===== src/sv/dtiu_pkg.sv =====
// Shared types and constants for the DUART counter/timer and interrupt unit.
// No dependencies; the top level, timer and control files import this package.
package dtiu_pkg;

	// Item commands.
	typedef enum logic [1:0] {
		CMD_READ  = 2'd0,
		CMD_WRITE = 2'd1,
		CMD_TICK  = 2'd2
	} cmd_t;

	// Counter/timer operating mode.
	typedef enum logic [1:0] {
		TM_OFF   = 2'd0,
		TM_ONCE  = 2'd1,
		TM_PULSE = 2'd2
	} tmode_t;

	// Register indexes.
	localparam logic [3:0] REG_ACR     = 4'd4;
	localparam logic [3:0] REG_ISR_IMR = 4'd5;
	localparam logic [3:0] REG_CTU     = 4'd6;
	localparam logic [3:0] REG_CTL     = 4'd7;
	localparam logic [3:0] REG_IVR     = 4'd12;
	localparam logic [3:0] REG_IPORT   = 4'd14;
	localparam logic [3:0] REG_STOP    = 4'd15;

	// Mode field codes of the auxiliary control register.
	localparam logic [2:0] ACR_MODE_ONCE  = 3'd3;
	localparam logic [2:0] ACR_MODE_PULSE = 3'd6;

	// Fixed read values.
	localparam logic [7:0] RD_IPORT   = 8'h01;
	localparam logic [7:0] RD_STOP    = 8'h00;
	localparam logic [7:0] RD_DEFAULT = 8'hFF;

	// Timer interrupt bit in status and mask.
	localparam int STAT_TIMER_BIT = 3;

	// Elapsed count bound.
	localparam int          CNT_W   = 24;
	localparam logic [23:0] CNT_MAX = 24'hFF_FFFF;

	// One input item.
	typedef struct packed {
		logic [1:0]  command;
		logic [3:0]  reg_index;
		logic [7:0]  write_data;
		logic [19:0] tick_cycles;
	} item_t;

	// Values of one result item.
	typedef struct packed {
		logic [7:0] read_data;
		logic       irq_line;
		logic [7:0] irq_vector;
	} result_t;

endpackage


===== src/sv/duart_timer_interrupt_unit_core.sv =====
// Top level of the DUART counter/timer and interrupt unit.
// Depends on dtiu_pkg, dtiu_timer and dtiu_ctrl.
//
// Usage:
// The input channel (item_valid / item_stall) takes one item per cycle
// while item_stall is low: a register read, a register write or a tick of
// elapsed cpu cycles. Every item gives exactly one result item on the
// output channel (result_valid / result_stall) with the read byte, the
// interrupt line level after the item and the interrupt vector.
// An accepted item lands in the input register; when the output register
// is empty or its result is being taken, the item is processed and its
// result is loaded into the output register, which drives result_valid.
// Throughput is one item per cycle while the receiver does not stall, set
// by the single pass of logic between the input register and
// the output register, which also updates all timer and interrupt state.
// When the receiver stalls, the result holds in the output register and
// one more item can wait in the input register; only then is item_stall
// raised. Reset clears the control and state registers: timer off, mask,
// status, vector, counter and interrupt line zero, both channels empty.
module duart_timer_interrupt_unit_core
	import dtiu_pkg::*;
(
	input  logic        clk,
	input  logic        arst_n,
	input  logic        item_valid,
	output logic        item_stall,
	input  logic [1:0]  command,
	input  logic [3:0]  reg_index,
	input  logic [7:0]  write_data,
	input  logic [19:0] tick_cycles,
	output logic        result_valid,
	input  logic        result_stall,
	output logic [7:0]  read_data,
	output logic        irq_line,
	output logic [7:0]  irq_vector
);

	item_t       item_s1;
	logic        valid_s1;
	logic        out_valid_q;
	result_t     result_q;
	result_t     result;
	logic        advance, fire, accept, timeout;
	logic [15:0] counter;

	// Handshake control.
	assign advance    = !out_valid_q || !result_stall;
	assign fire       = valid_s1 && advance;
	assign item_stall = valid_s1 && !advance;
	assign accept     = item_valid && !item_stall;

	// Input register.
	always_ff @(posedge clk or negedge arst_n) begin
		if (!arst_n) begin
			valid_s1 <= 1'b0;
		end else if (accept) begin
			valid_s1 <= 1'b1;
		end else if (fire) begin
			valid_s1 <= 1'b0;
		end
	end

	always_ff @(posedge clk) begin
		if (accept) begin
			item_s1 <= '{command: command, reg_index: reg_index,
				write_data: write_data, tick_cycles: tick_cycles};
		end
	end

	// Timer and register file.
	dtiu_timer u_timer (
		.clk     (clk),
		.arst_n  (arst_n),
		.fire    (fire),
		.item    (item_s1),
		.counter (counter),
		.timeout (timeout)
	);

	dtiu_ctrl u_ctrl (
		.clk     (clk),
		.arst_n  (arst_n),
		.fire    (fire),
		.item    (item_s1),
		.timeout (timeout),
		.counter (counter),
		.result  (result)
	);

	// Output register.
	always_ff @(posedge clk or negedge arst_n) begin
		if (!arst_n) begin
			out_valid_q <= 1'b0;
		end else if (fire) begin
			out_valid_q <= 1'b1;
		end else if (!result_stall) begin
			out_valid_q <= 1'b0;
		end
	end

	always_ff @(posedge clk) begin
		if (fire) begin
			result_q <= result;
		end
	end

	assign result_valid = out_valid_q;
	assign read_data    = result_q.read_data;
	assign irq_line     = result_q.irq_line;
	assign irq_vector   = result_q.irq_vector;

endmodule


===== src/sv/dtiu_timer.sv =====
// Counter/timer: one-shot and periodic timeout tracking.
// Depends on dtiu_pkg.
module dtiu_timer
	import dtiu_pkg::*;
(
	input  logic        clk,
	input  logic        arst_n,
	input  logic        fire,
	input  item_t       item,
	input  logic [15:0] counter,
	output logic        timeout
);

	tmode_t            mode_q, mode_d;
	logic [CNT_W-1:0]  elapsed_q, period_q;
	logic [CNT_W:0]    sum;
	logic [CNT_W-1:0]  sat;
	logic              hit, is_tick, arm_once, arm_pulse;

	// Saturating add of the elapsed cycles and the compare with the period.
	assign sum = {1'b0, elapsed_q} + {5'd0, item.tick_cycles};
	assign sat = sum[CNT_W] ? CNT_MAX : sum[CNT_W-1:0];
	assign hit = (sat >= period_q);

	// Decode of the item.
	assign is_tick   = (item.command == CMD_TICK);
	assign arm_once  = (item.command == CMD_WRITE) && (item.reg_index == REG_ACR)
		&& (item.write_data[6:4] == ACR_MODE_ONCE);
	assign arm_pulse = (item.command == CMD_WRITE) && (item.reg_index == REG_ACR)
		&& (item.write_data[6:4] == ACR_MODE_PULSE);

	// Next mode.
	always_comb begin
		mode_d = mode_q;
		if (arm_once) begin
			mode_d = TM_ONCE;
		end else if (arm_pulse) begin
			mode_d = TM_PULSE;
		end else if (is_tick && (mode_q == TM_ONCE) && hit) begin
			mode_d = TM_OFF;
		end
	end

	// Timeout output: a tick in an armed mode that reaches the period.
	always_comb begin
		case (mode_q)
			TM_ONCE, TM_PULSE: timeout = is_tick && hit;
			default:           timeout = 1'b0;
		endcase
	end

	// Mode, elapsed count and period registers.
	always_ff @(posedge clk or negedge arst_n) begin
		if (!arst_n) begin
			mode_q    <= TM_OFF;
			elapsed_q <= '0;
			period_q  <= '0;
		end else if (fire) begin
			mode_q <= mode_d;
			if (arm_once) begin
				elapsed_q <= '0;
				period_q  <= {1'b0, counter, 7'd0};
			end else if (arm_pulse) begin
				elapsed_q <= '0;
				period_q  <= {5'd0, counter, 3'd0};
			end else if (is_tick && (mode_q == TM_ONCE)) begin
				elapsed_q <= sat;
			end else if (is_tick && (mode_q == TM_PULSE)) begin
				elapsed_q <= hit ? '0 : sat;
			end
		end
	end

endmodule


===== src/sv/dtiu_ctrl.sv =====
// Register file, read decode and interrupt logic.
// Depends on dtiu_pkg.
module dtiu_ctrl
	import dtiu_pkg::*;
(
	input  logic        clk,
	input  logic        arst_n,
	input  logic        fire,
	input  item_t       item,
	input  logic        timeout,
	output logic [15:0] counter,
	output result_t     result
);

	logic [15:0] counter_q, counter_d;
	logic [7:0]  mask_q, mask_d;
	logic [7:0]  status_q, status_d;
	logic [7:0]  vector_q, vector_d;
	logic        irq_q, irq_d;
	logic [7:0]  rd;
	logic        raise;

	assign raise   = timeout && mask_q[STAT_TIMER_BIT];
	assign counter = counter_q;

	// Next register values and read data for the item.
	always_comb begin
		counter_d = counter_q;
		mask_d    = mask_q;
		status_d  = status_q;
		vector_d  = vector_q;
		irq_d     = irq_q;
		rd        = 8'h00;
		case (item.command)
			CMD_READ: begin
				case (item.reg_index)
					REG_ISR_IMR: begin
						rd       = status_q;
						status_d = 8'h00;
					end
					REG_IPORT: rd = RD_IPORT;
					REG_STOP: begin
						rd    = RD_STOP;
						irq_d = 1'b0;
					end
					default: rd = RD_DEFAULT;
				endcase
			end
			CMD_WRITE: begin
				case (item.reg_index)
					REG_ISR_IMR: mask_d    = item.write_data;
					REG_CTU:     counter_d = {item.write_data, counter_q[7:0]};
					REG_CTL:     counter_d = {counter_q[15:8], item.write_data};
					REG_IVR:     vector_d  = item.write_data;
					default:     ;
				endcase
			end
			CMD_TICK: begin
				if (raise) begin
					irq_d                    = 1'b1;
					status_d[STAT_TIMER_BIT] = 1'b1;
				end
			end
			default: ;
		endcase
	end

	// Values the result item carries: state after the item.
	assign result.read_data  = rd;
	assign result.irq_line   = irq_d;
	assign result.irq_vector = vector_d;

	// Register update when the item completes.
	always_ff @(posedge clk or negedge arst_n) begin
		if (!arst_n) begin
			counter_q <= '0;
			mask_q    <= '0;
			status_q  <= '0;
			vector_q  <= '0;
			irq_q     <= 1'b0;
		end else if (fire) begin
			counter_q <= counter_d;
			mask_q    <= mask_d;
			status_q  <= status_d;
			vector_q  <= vector_d;
			irq_q     <= irq_d;
		end
	end

endmodule


===== config.mk =====
export PLATFORM = sky130hd
export DESIGN_NAME = duart_timer_interrupt_unit_core
export DESIGN_NICKNAME = d
export VERILOG_FILES = /design/src/sv/dtiu_pkg.sv /design/src/sv/duart_timer_interrupt_unit_core.sv /design/src/sv/dtiu_timer.sv /design/src/sv/dtiu_ctrl.sv
export SDC_FILE = /design/constraint.sdc
export NUM_CORES = 1
export LEC_CHECK = 0
export BUFFER_PORTS_ARGS = -buffer_cell sky130_fd_sc_hd__buf_2
export CAP_MARGIN = 20
export CORE_UTILIZATION = 45
export CTS_BUF_LIST = sky130_fd_sc_hd__clkbuf_8
export DETAILED_ROUTE_END_ITERATION = 8
export GPL_TIMING_DRIVEN = 0
export PLACE_DENSITY = 0.65
export SLEW_MARGIN = 20
export SYNTH_ARGS = -nofsm -noshare
export SYNTH_HDL_FRONTEND = slang
export SYNTH_SLANG_ARGS = --single-unit

===== constraint.sdc =====
create_clock -name clk -period 10.42 [get_ports clk]
set_clock_uncertainty 0.1 [all_clocks]
set_input_delay 1.563 -clock clk [delete_from_list [all_inputs] [get_ports clk]]
set_output_delay 1.563 -clock clk [all_outputs]
set_load 0.005 [all_outputs]

== Yosys cells after proc, flatten, opt, wreduce, memory -nomap -nowiden ==
Cells that the tools add are included.
Storage, ports and cells
  output and inout port bits: 19
  input bits: 38
  flip-flop bits (word level): 133
Cells by class
  bitwise operators: 2
  reductions and logical operators: 30
  multiplexer cells: 26
  add/subtract/negate cells: 1
  eq/ne operators: 16
  magnitude comparators: 1
Operator list (count)
  $mux W24: 8
  $pmux W16 S2: 1
  $add A24 B20 Y25: 1
  $ge A24 B24 Y1: 1
  $pmux W8 S3: 1
  $eq A4 B3 Y1 const B: 4
  $mux W8: 2
  $eq A4 B4 Y1 const B: 3
  $reduce_and A4 Y1: 3
  $logic_and A1 B1 Y1: 11
  $mux W1: 8
  $mux W2: 3
  $reduce_and A2 Y1: 3
  $reduce_bool A2 Y1: 3
  $eq A2 B1 Y1 const B: 2
  $eq A2 B2 Y1 const B: 2
  $logic_not A1 Y1: 4
  $mux W4: 1
  $ne A2 B1 Y1 const B: 2
  $pmux W1 S2: 2
  $reduce_bool A4 Y1: 1
  $eq A3 B2 Y1 const B: 1
  $eq A3 B3 Y1 const B: 1
  $reduce_and A3 Y1: 1
  6 further kinds: 7

== Depth between registers and ports, before layout ==
Gate-level depths: netlist of the first run.
  word-level depth: 8
  mapped depth: 19
  gate-level depth less buffers: 16

== By module ==
A second synthesis of the first run with hierarchy kept.
Unflattened totals
  cell total of the unflattened synthesis: 604
  area, all modules: 6882.9 um^2
Modules (own cells, without submodules)
  dtiu_timer: area an instance 3870.0 um^2, instances 1, sequential area each 1151.1 um^2, cells an instance 446
  duart_timer_interrupt_unit_core: area an instance 1624.1 um^2, instances 1, sequential area each 1581.5 um^2, cells an instance 59
  dtiu_ctrl: area an instance 1388.8 um^2, instances 1, sequential area each 675.6 um^2, cells an instance 99

== Worst setup path before layout of the first run ==
No wires, ideal clock.
  kind: reg-to-reg
  from: reg item_s1[0] (netlist bit)
  to: reg result_q (netlist bit irq_line), data pin
  setup slack: 6.327 ns
  stages on the path, launching flop included: 17
  data arrival time: 3.723 ns
  path buffers: 1
  period minus slack after synthesis: 4.093 ns
  setup time: 0.270 ns
  cells stage by stage: edfxtp_1 -> ha_1 -> fa_1 -> a211oi_1 -> o211ai_2 -> a31oi_2 -> a21oi_1 -> nand3_1 -> buf_2 -> nand2_1 -> ha_1 -> or4_1 -> o21ai_0 -> o211ai_1 -> or3b_1 -> o21ai_1 -> nand2_1
RTL lines
  start: declaration: line duart_timer_interrupt_unit_core.sv:38  | item_t item_s1;
  start signal: assignment: line duart_timer_interrupt_unit_core.sv:65  | item_s1 <= '{command: command, reg_index: reg_index,
  end signal: assignment: line duart_timer_interrupt_unit_core.sv:103  | result_q <= result;
  end: declaration: line duart_timer_interrupt_unit_core.sv:41  | result_t result_q;

== Worst setup path in the final report of the first run ==
  from: reg item_s1[0] (netlist bit)
  to: reg u_timer.elapsed_q[12]
Between the ends
  longest elaborated chain between the ends: 8
RTL lines
  $add A24 B20 Y25 (*): line dtiu_timer.sv:21  | assign sum = {1'b0, elapsed_q} + {5'd0, item.tick_cycles};
  $mux W24 (*): line dtiu_timer.sv:22  | assign sat = sum[CNT_W] ? CNT_MAX : sum[CNT_W-1:0];
  $ge A24 B24 Y1: line dtiu_timer.sv:23  | assign hit = (sat >= period_q);
  $mux W24: line dtiu_timer.sv:69  | elapsed_q <= hit ? '0 : sat;
  $mux W24: line dtiu_timer.sv:68  | end else if (is_tick && (mode_q == TM_PULSE)) begin
  $mux W24 (*): line dtiu_timer.sv:66  | end else if (is_tick && (mode_q == TM_ONCE)) begin
  $mux W24 (*): line dtiu_timer.sv:63  | end else if (arm_pulse) begin
  $mux W24 (*): line dtiu_timer.sv:60  | if (arm_once) begin
  end signal: assignment: line dtiu_timer.sv:67  | elapsed_q <= sat;
  end signal: assignment: line dtiu_timer.sv:69
  end: declaration: line dtiu_timer.sv:15  | logic [CNT_W-1:0] elapsed_q, period_q;
Mark *: on every way between the ends. The rest lies on a longest branch, timed or not. The select of a mux whose other input is x is not followed.
A chain may end at the register's enable or synchronous reset.

==> metrics list, run 1 <==
- Run status: finished, final reports clean
* Clock Tree Root: clkbuf_8
- For this run, the post-layout net count is 764.
* Critical path startpoint category: flip-flop
* Global-route wire length before repair: ~25 mm
* Post-route non-filler standard cell count: between 800 and 900
* Critical Setup Path Class: flip-flop to flip-flop
- Synthesis produced 605 cells.
- The worst register-to-register path begins at item_s1[0].
- For this run, design rule violations remaining after detail routing come to 0.
- Worst EP required: 10.65 ns
* Finished layout cell area: 7428 µm²
- At the end of the flow the core is filled with cells to 53.10%.
* Overall die area: approximately 15000 µm²
- Setup total negative slack on the finished layout was measured at 0 ns.
* Max Buffers Root-to-Sink: 2
* TritonCTS Buffers: 17
* Share of post-route cells with drive strength above 1: 19.40%
* Clock net sink count: between 100 and 150
* Internal Dissipation: 0.8784 mW
- For this run, the top clock speed supported by timing is 196.8 MHz.
- The number of antenna violations at the first check in global routing is 0.
* Die span in y: about 120 µm
- Placeable core region: 13990 µm²
- Overall fraction of global-route tracks in use: 21.83%
* Part of the total power dissipated in the clock network: 29.9%
- Cell depth of the worst min-delay path: 2
- The repair_antennas step left the layout with diodes totalling 0.
* Gate power share: 24.6%
* Yosys cell types: between 60 and 70
- After clock tree synthesis, the repair step resized 0 gates.
- Worst hold slack: between 0.3 and 0.4 ns
* Via count of the first global-routing pass: 5074
- At the end of routability-driven placement, the weighted congestion stood at 0.8588.
- The wire-length estimate of the detail-placed layout is 10.93 mm.
* Rows: 43
- Maximum resistive drop on vdd: 0.1332 mV
* Final number of setup-violating endpoints: 0
- Number of hold buffers added after CTS: 0
- The worst register-to-register path has a depth of 19.
- Pin slew with the least headroom to its limit: between 0.8 and 0.9 ns
* CTS tree: built
* Standard cell area after detailed placement: 7056 µm²
- Vias after detailed routing: 4905
- A synthesized cell averages 10.73 µm².
- STA classifies the critical path endpoint as a flip-flop.
- Worst Min Path Start: u_ctrl.vector_q[1]
- For flop-to-flop paths, the worst setup slack is 5.34 ns.
- Summed over all layers, the routed wires come to 14.61 mm.
* Ports placed on the boundary: 57
- In this run the worst hold path is classified as flip-flop to flip-flop.
- The number of failing hold endpoints at the final stage came to 0.
* Critical Path Fanout Max: 10
- Number of warnings reported in the yosys synthesis log: 0
* Post-route antenna net violation count: 0
- Synthesis produced a netlist with a net count of 686.
- Setup repair after global routing left no endpoint under its margin.
* CTS H-tree depth: 4
- The later pin in the worst-skew pair is clocked with a latency of 0.45 ns.
- Violation count after the first detailed-routing iteration: ~290
- Final-report max-slew violation count: 0
* Register share of total power: 45.5%
- Across the run, the number of max-cap violations was 0.
- Final critical-path required period: about 5 ns
- After clock tree synthesis, the clock-pin slew on the worst setup and hold paths is 0.08 ns.
* Placed cell count: 843
* Switch Pwr: 0.4019 mW
- Maximum number of pins on one net before global-route repair: 53
- Average wire length per cell after detail routing: 16.67 µm
* Main synth FF type: dfrtp_1
* Post-route fraction of the period consumed by the critical path: about half
* Port Buffer Count: 56
- Hold Path End: u_ctrl.vector_q[1]
- In this run the power density over the cells is roughly 170 nW/µm².
* Sequential fraction of the synthesis area: 50.19%
- From synthesis to final layout, the design area changed by 14.44%.
* Routed via count divided by cell count: 5.599
- Of the total power, the share spent switching nets is 31.39%.
* Syn Std Cell Area: 6491 µm²
- Commonest cells after routing, fill and taps aside: nand2_1 (94), dfrtp_1 (75), buf_2 (57)
* Post CTS Setup Buffer Count: 0
* Pre-Repair DR Iteration Count: 5
* Reg2Reg Capture Point: u_timer.elapsed_q[12]
- Cell leakage power: about 3.3 nW
- Die X-Extent: between 100 and 150 µm
- Data arrival at the endpoint of the critical path: 5.31 ns
- Counting flops with a built-in enable in the synthesized netlist gives 46.
- The library cell used most frequently in the layout, excluding fill and tap cells, is nand2_1.
* FFs w/ async S/R, synth: between 60% and 70%
- Global route overflow: 0
* Post-synthesis sequential element count: 121
- Effective utilization at floorplan: a little under half
- Headroom to the max-slew limit came out at 42.38%.
routing by layer:
layer	vias up	wire, µm	track usage, %
met5	-	0	0
met4	0	410	10.06
met3	36	630	5.009
met2	141	7279	37.82
met1	2348	6286	25.59
li1	2380	-	-
synthesized netlist by cell type, types with 13 or more instances:
cell type | number | area [µm²]
nand2_1 | 94 | 352.8
edfxtp_1 | 46 | 1381
mux2i_1 | 13 | 130.1
a22o_1 | 21 | 183.9
inv_1 | 30 | 112.6
nor2_1 | 21 | 78.83
ha_1 | 42 | 525.5
o21ai_0 | 40 | 200.2
mux2_2 | 17 | 191.4
nand3_1 | 22 | 110.1
dfrtp_1 | 75 | 1877
a21oi_1 | 25 | 125.1
worst max-delay path: stages, from the launching register on:
cell and delay, ns:
edfxtp_1 0.37, ha_1 0.25, fa_1 0.43, a211oi_1 0.45, o211ai_2 0.21, a31oi_2 0.30, a21oi_1 0.20, nand3_1 0.23
buf_2 0.28, nand2_1 0.09, ha_1 0.30, nand4_1 0.10, nor3_1 0.35, o211ai_1 0.16, o211ai_1 0.29, nor3_2 0.11
a21o_1 0.21, buf_6 0.14, buf_8 0.15, a22o_1 0.24
per-stage QoR:
step | setup WS (ns) | power [mW]
2_1_floorplan | 6.327 | 0.8074
3_3_place_gp | 5.455 | 0.8843
3_5_place_dp | 5.378 | 0.9029
4_1_cts | 5.331 | 1.289
5_1_grt | 5.000 | 1.357
6_report | 5.338 | 1.280
sequential cells by signal (all words and copies together) (netlist names):
| signal | count |
|---|---|
| irq_line | 1 |
| irq_vector | 8 |
| item_s1 | 34 |
| read_data | 3 |
| result_valid | 1 |
| u_ctrl.counter | 16 |
| u_ctrl.irq_q | 1 |
| u_ctrl.mask_q | 1 |
| u_ctrl.status_q | 1 |
| u_ctrl.vector_q | 8 |
| u_timer.elapsed_q | 24 |
| u_timer.mode_q | 2 |
| u_timer.period_q | 20 |
| valid_s1 | 1 |
how the worst max path moves through the flow:
stage	end	startpoint	slack, ns
global placement	u_timer.elapsed_q[17]	item_s1[0]	5.45
finish	u_timer.elapsed_q[12]	item_s1[0]	5.34
global route	u_timer.elapsed_q[12]	item_s1[0]	5.00
CTS	u_timer.elapsed_q[12]	item_s1[0]	5.33
floorplan	irq_line	item_s1[0]	6.33
detailed placement	u_timer.elapsed_q[12]	item_s1[0]	5.38
layout make-up:
class                           count  area [µm²]
Clock buffer                       18       247.7
Multi-Input combinational cell    434        3003
Inverter                           30       112.6
Fill cell                        1255        6560
Clock inverter                     14       113.9
Timing Repair Buffer               59       349.1
Tap cell                          180       225.2
Buffer                             20       118.9
Sequential cell                   121        3258
logic make-up (layout without fill, tap and decap cells):
kind of cell | count (synthesis) | in the layout | share of synthesized area (%)
muxes | 30 | 30 | 4.954
buffers and inverters | 50 | 141 | 3.566
DFF | 121 | 121 | 50.19
adders and majority gates | 43 | 43 | 8.404
AOI/OAI and AO/OA | 155 | 155 | 16.77
and+or+nand+nor | 189 | 189 | 13.82
xor gates and xnor gates | 17 | 17 | 2.294
power by group through the flow:
stage                     registers [mW]  clock network [mW]  logic [mW]
after detailed placement           0.592                   0       0.311
after CTS                          0.583               0.392       0.314
final                              0.583               0.382       0.315
after global routing               0.589               0.411       0.356
after floorplan                    0.583                   0       0.225
after global placement             0.590                   0       0.294
(Power assumes the default switching activity.)
==> run 2, diff against run 1 <==
==> constraint.sdc (replaced) <==
create_clock -name clk -period 4.84 [get_ports clk]
set_clock_uncertainty 0.1 [all_clocks]
set_input_delay 0.726 -clock clk [delete_from_list [all_inputs] [get_ports clk]]
set_output_delay 0.726 -clock clk [all_outputs]
set_load 0.005 [all_outputs]
==> metrics list, run 2 (synthesis results as in run 1) <==
- Run status: finished, final reports clean
- Port Buffer Count: 56 (unchanged)
* Pre-Repair DR Iteration Count: 5 (unchanged)
* Part of the total power dissipated in the clock network: 29.6% (-0.3 points)
- Cell leakage power: 3.354 nW (+1.1%)
- The final setup slack of the worst path was 0.1290 ns (-5.209 ns).
* Max Cap Violations: 0 (unchanged)
- Worst hold slack: 0.09612 ns (-0.2787 ns)
* Vias after detailed routing: 4939 (+0.69%)
* Critical Setup Path Class: flip-flop to flip-flop
- The count of endpoints failing setup in the final report is 0 (unchanged).
- The number of global-route vias before repair was 5074 (unchanged).
* Overall die area: 14910 µm² (unchanged)
- The slew of the pin with the lowest slew margin is 0.8579 ns (+0.0001283 ns).
- Gate power share: 25.4% (+0.8 points)
* Clk Latency, worst-skew pair: 0.45 ns (about the same)
- The number of H-tree levels is 4 (unchanged).
* Routed via count divided by cell count: 5.613 (+0.24%)
* Clock net sink count: 121 (unchanged)
* Sequential cell area: 3258 µm² (unchanged)
- The final weighted congestion of routability-driven global placement came to 0.8588 (unchanged).
* Critical path startpoint category: flip-flop
- The aggregate global routing overflow is 0 (unchanged).
* Data arrival at the endpoint of the critical path: 4.80 ns (-0.51 ns)
* Switch Pwr: 0.8831 mW (+120%)
- Clock transition at the registers of the reported paths: 0.07 ns (about the same)
* Maximum number of pins on one net before global-route repair: 53 (unchanged)
- Switching power share of the total: 31.68% (+0.29 points)
* Core occupancy in the finished layout: 53.86% (+0.76 points)
- The number of flip-flops under the largest register name is 34 (unchanged).
* Internal Dissipation: 1.905 mW (+120%)
- Final setup TNS: 0 ns (unchanged)
- Global-route wire length before repair: 24.56 mm (unchanged)
- The number of buffers created by CTS is 17 (unchanged).
* Area growth from synthesis to layout: 16.08%
- Number of cells on the worst reg-to-reg path: 17 (-2)
- Number of antenna violations at the first check in global routing: 0 (unchanged)
- Total length of routed wires: 14.79 mm (+1.2%)
* Post-route fraction of the period consumed by the critical path: 97.33% (+49 points)
- The chip height came to 122.1 µm (unchanged).
- Multi-input combinational cell area: 3070 µm² (+2.2%)
- The worst setup path is captured at a flip-flop.
- Top flop regs: item_s1 x34, u_timer.elapsed_q x24, u_timer.period_q x20
- The count of antenna diodes in the layout is 0 (unchanged).
* Share of post-route cells with drive strength above 1: 20.86% (+1.5 points)
- Max Buffers Root-to-Sink: 2 (unchanged)
- Headroom to the max-slew limit: 42.37% (about the same)
- The cell area power density is 370.0 nW/µm² (+110%).
- # fillers: 1245 (-0.80%)
* Post-route antenna net violation count: 0 (unchanged)
- The width of the die came to 122.1 µm (unchanged).
* Register with the most flip-flops: item_s1
- The clock period minus final worst setup slack is 4.711 ns (-0.3708 ns).
* Average wire length per cell after detail routing: 16.80 µm (+0.79%)
* Final-report max-slew violation count: 0 (unchanged)
- The number of DRC markers after the initial detailed-route iteration is 306 (+6.3%).
* CTS tree: built
- The maximum frequency from static timing analysis is 212.3 MHz (+7.9%).
- In this run the worst hold path is classified as input pin to asynchronous set/reset pin.
* Commonest cells after routing, fill and taps aside: nand2_1 (94), dfrtp_1 (75), buf_2 (55)
- Rows: 43 (unchanged)
- Clock tree synthesis selected as its root buffer the cell clkbuf_8.
- The starting density of the core is 46.40% (unchanged).
* Maximum resistive drop on vdd: 0.2874 mV (+120%)
- The core box area is 13990 µm² (unchanged).
- The final net count is 768 (+0.52%).
* Worst EP required: 4.93 ns (-5.72 ns)
* Register share of total power: 45.0% (-0.5 points)
- Critical Path Fanout Max: 4 (-6)
* Ports placed on the boundary: 57 (unchanged)
* Minimum setup slack after placement: -0.2015 ns (-5.580 ns)
* Detail Placement HPWL: 10.93 mm (unchanged)
- The number of hold-repair buffers added at the cts stage was 0 (unchanged).
- Overall fraction of global-route tracks in use: 21.83% (unchanged)
- Hold violation total from the final report: 0 (unchanged)
- Most common cell after layout, fill and taps aside: nand2_1
- DRC violations left: 0 (unchanged)
* Power consumption: 2.788 mW (+120%)
-- run 2: cell types whose count changed in the layout (fill, tap and decap cells not counted), sizes merged --
cell,delta
buf,+4
-- run 2: worst paths after layout --
check,from,end,slack (ns)
hold / removal,arst_n,u_timer.elapsed_q[16],0.1
setup reg to reg,item_s1[0],irq_line,0.13
min in group clk,write_data[1],item_s1[21],0.34
setup / recovery,item_s1[0],irq_line,0.13
hold reg to reg,u_ctrl.vector_q[1],u_ctrl.vector_q[1],0.37
max in group asynchronous,arst_n,u_ctrl.counter[7],3.98
-- run 2: critical path, cell delays in order (launching register included) --
cell and delay [ns]:
edfxtp_1 0.37, ha_1 0.25, fa_2 0.40, a211oi_4 0.32
o211ai_2 0.21, a31oi_4 0.32, nand2_1 0.12, a221oi_2 0.30
mux2i_1 0.23, buf_4 0.16, ha_1 0.23, nand3_1 0.17
o21ai_0 0.14, o221ai_1 0.21, o211ai_1 0.20, or3b_1 0.44
o21ai_2 0.20, nand2_1 0.08
-- run 2: layer usage --
layer / up-vias / part of all wire, % / routed length [µm] / track usage (%)
li1: 2391 / - / - / -
met1: 2394 / 44 / 6479 / 25.59
met2: 119 / 50 / 7332 / 37.82
met3: 35 / 3.7 / 554 / 5.009
met4: 0 / 2.9 / 423 / 10.06
met5: - / 0 / 0 / 0
-- run 2: per-stage QoR --
| step | std cells | instance area (µm²) |
|---|---|---|
| 6_report | 880 | 7535 |
| 4_1_cts | 875 | 7427 |
| 3_5_place_dp | 843 | 7056 |
| 5_1_grt | 880 | 7535 |
| 2_1_floorplan | 605 | 6491 |
| 3_3_place_gp | 841 | 6997 |
-- run 2: layout make-up --
| cell class | count | area share, % |
|---|---|---|
| tap | 180 | 2.989 |
| buffer | 20 | 1.694 |
| timing repair buffer | 63 | 5.032 |
| clock buffer | 18 | 3.288 |
| inverter | 30 | 1.495 |
| clock inverter | 14 | 1.511 |
| multi-input combinational | 434 | 40.75 |
| sequential | 121 | 43.24 |
-- run 2: power groups by stage --
stage                     combinational (mW)  sequential, mW  clock, mW
after global placement                 0.633            1.27          0
final                                  0.708            1.26      0.825
after CTS                              0.678            1.26      0.843
after global routing                   0.797            1.27      0.886
after floorplan                        0.484            1.25          0
after detailed placement               0.669            1.27          0
-- run 2: timing repair --
item / in CTS / in global routing
buffers inserted: 0 / 4
gates resized for setup: 2 / 16
pin swaps: 0 / 6
setup endpoints to repair: 21 / 28
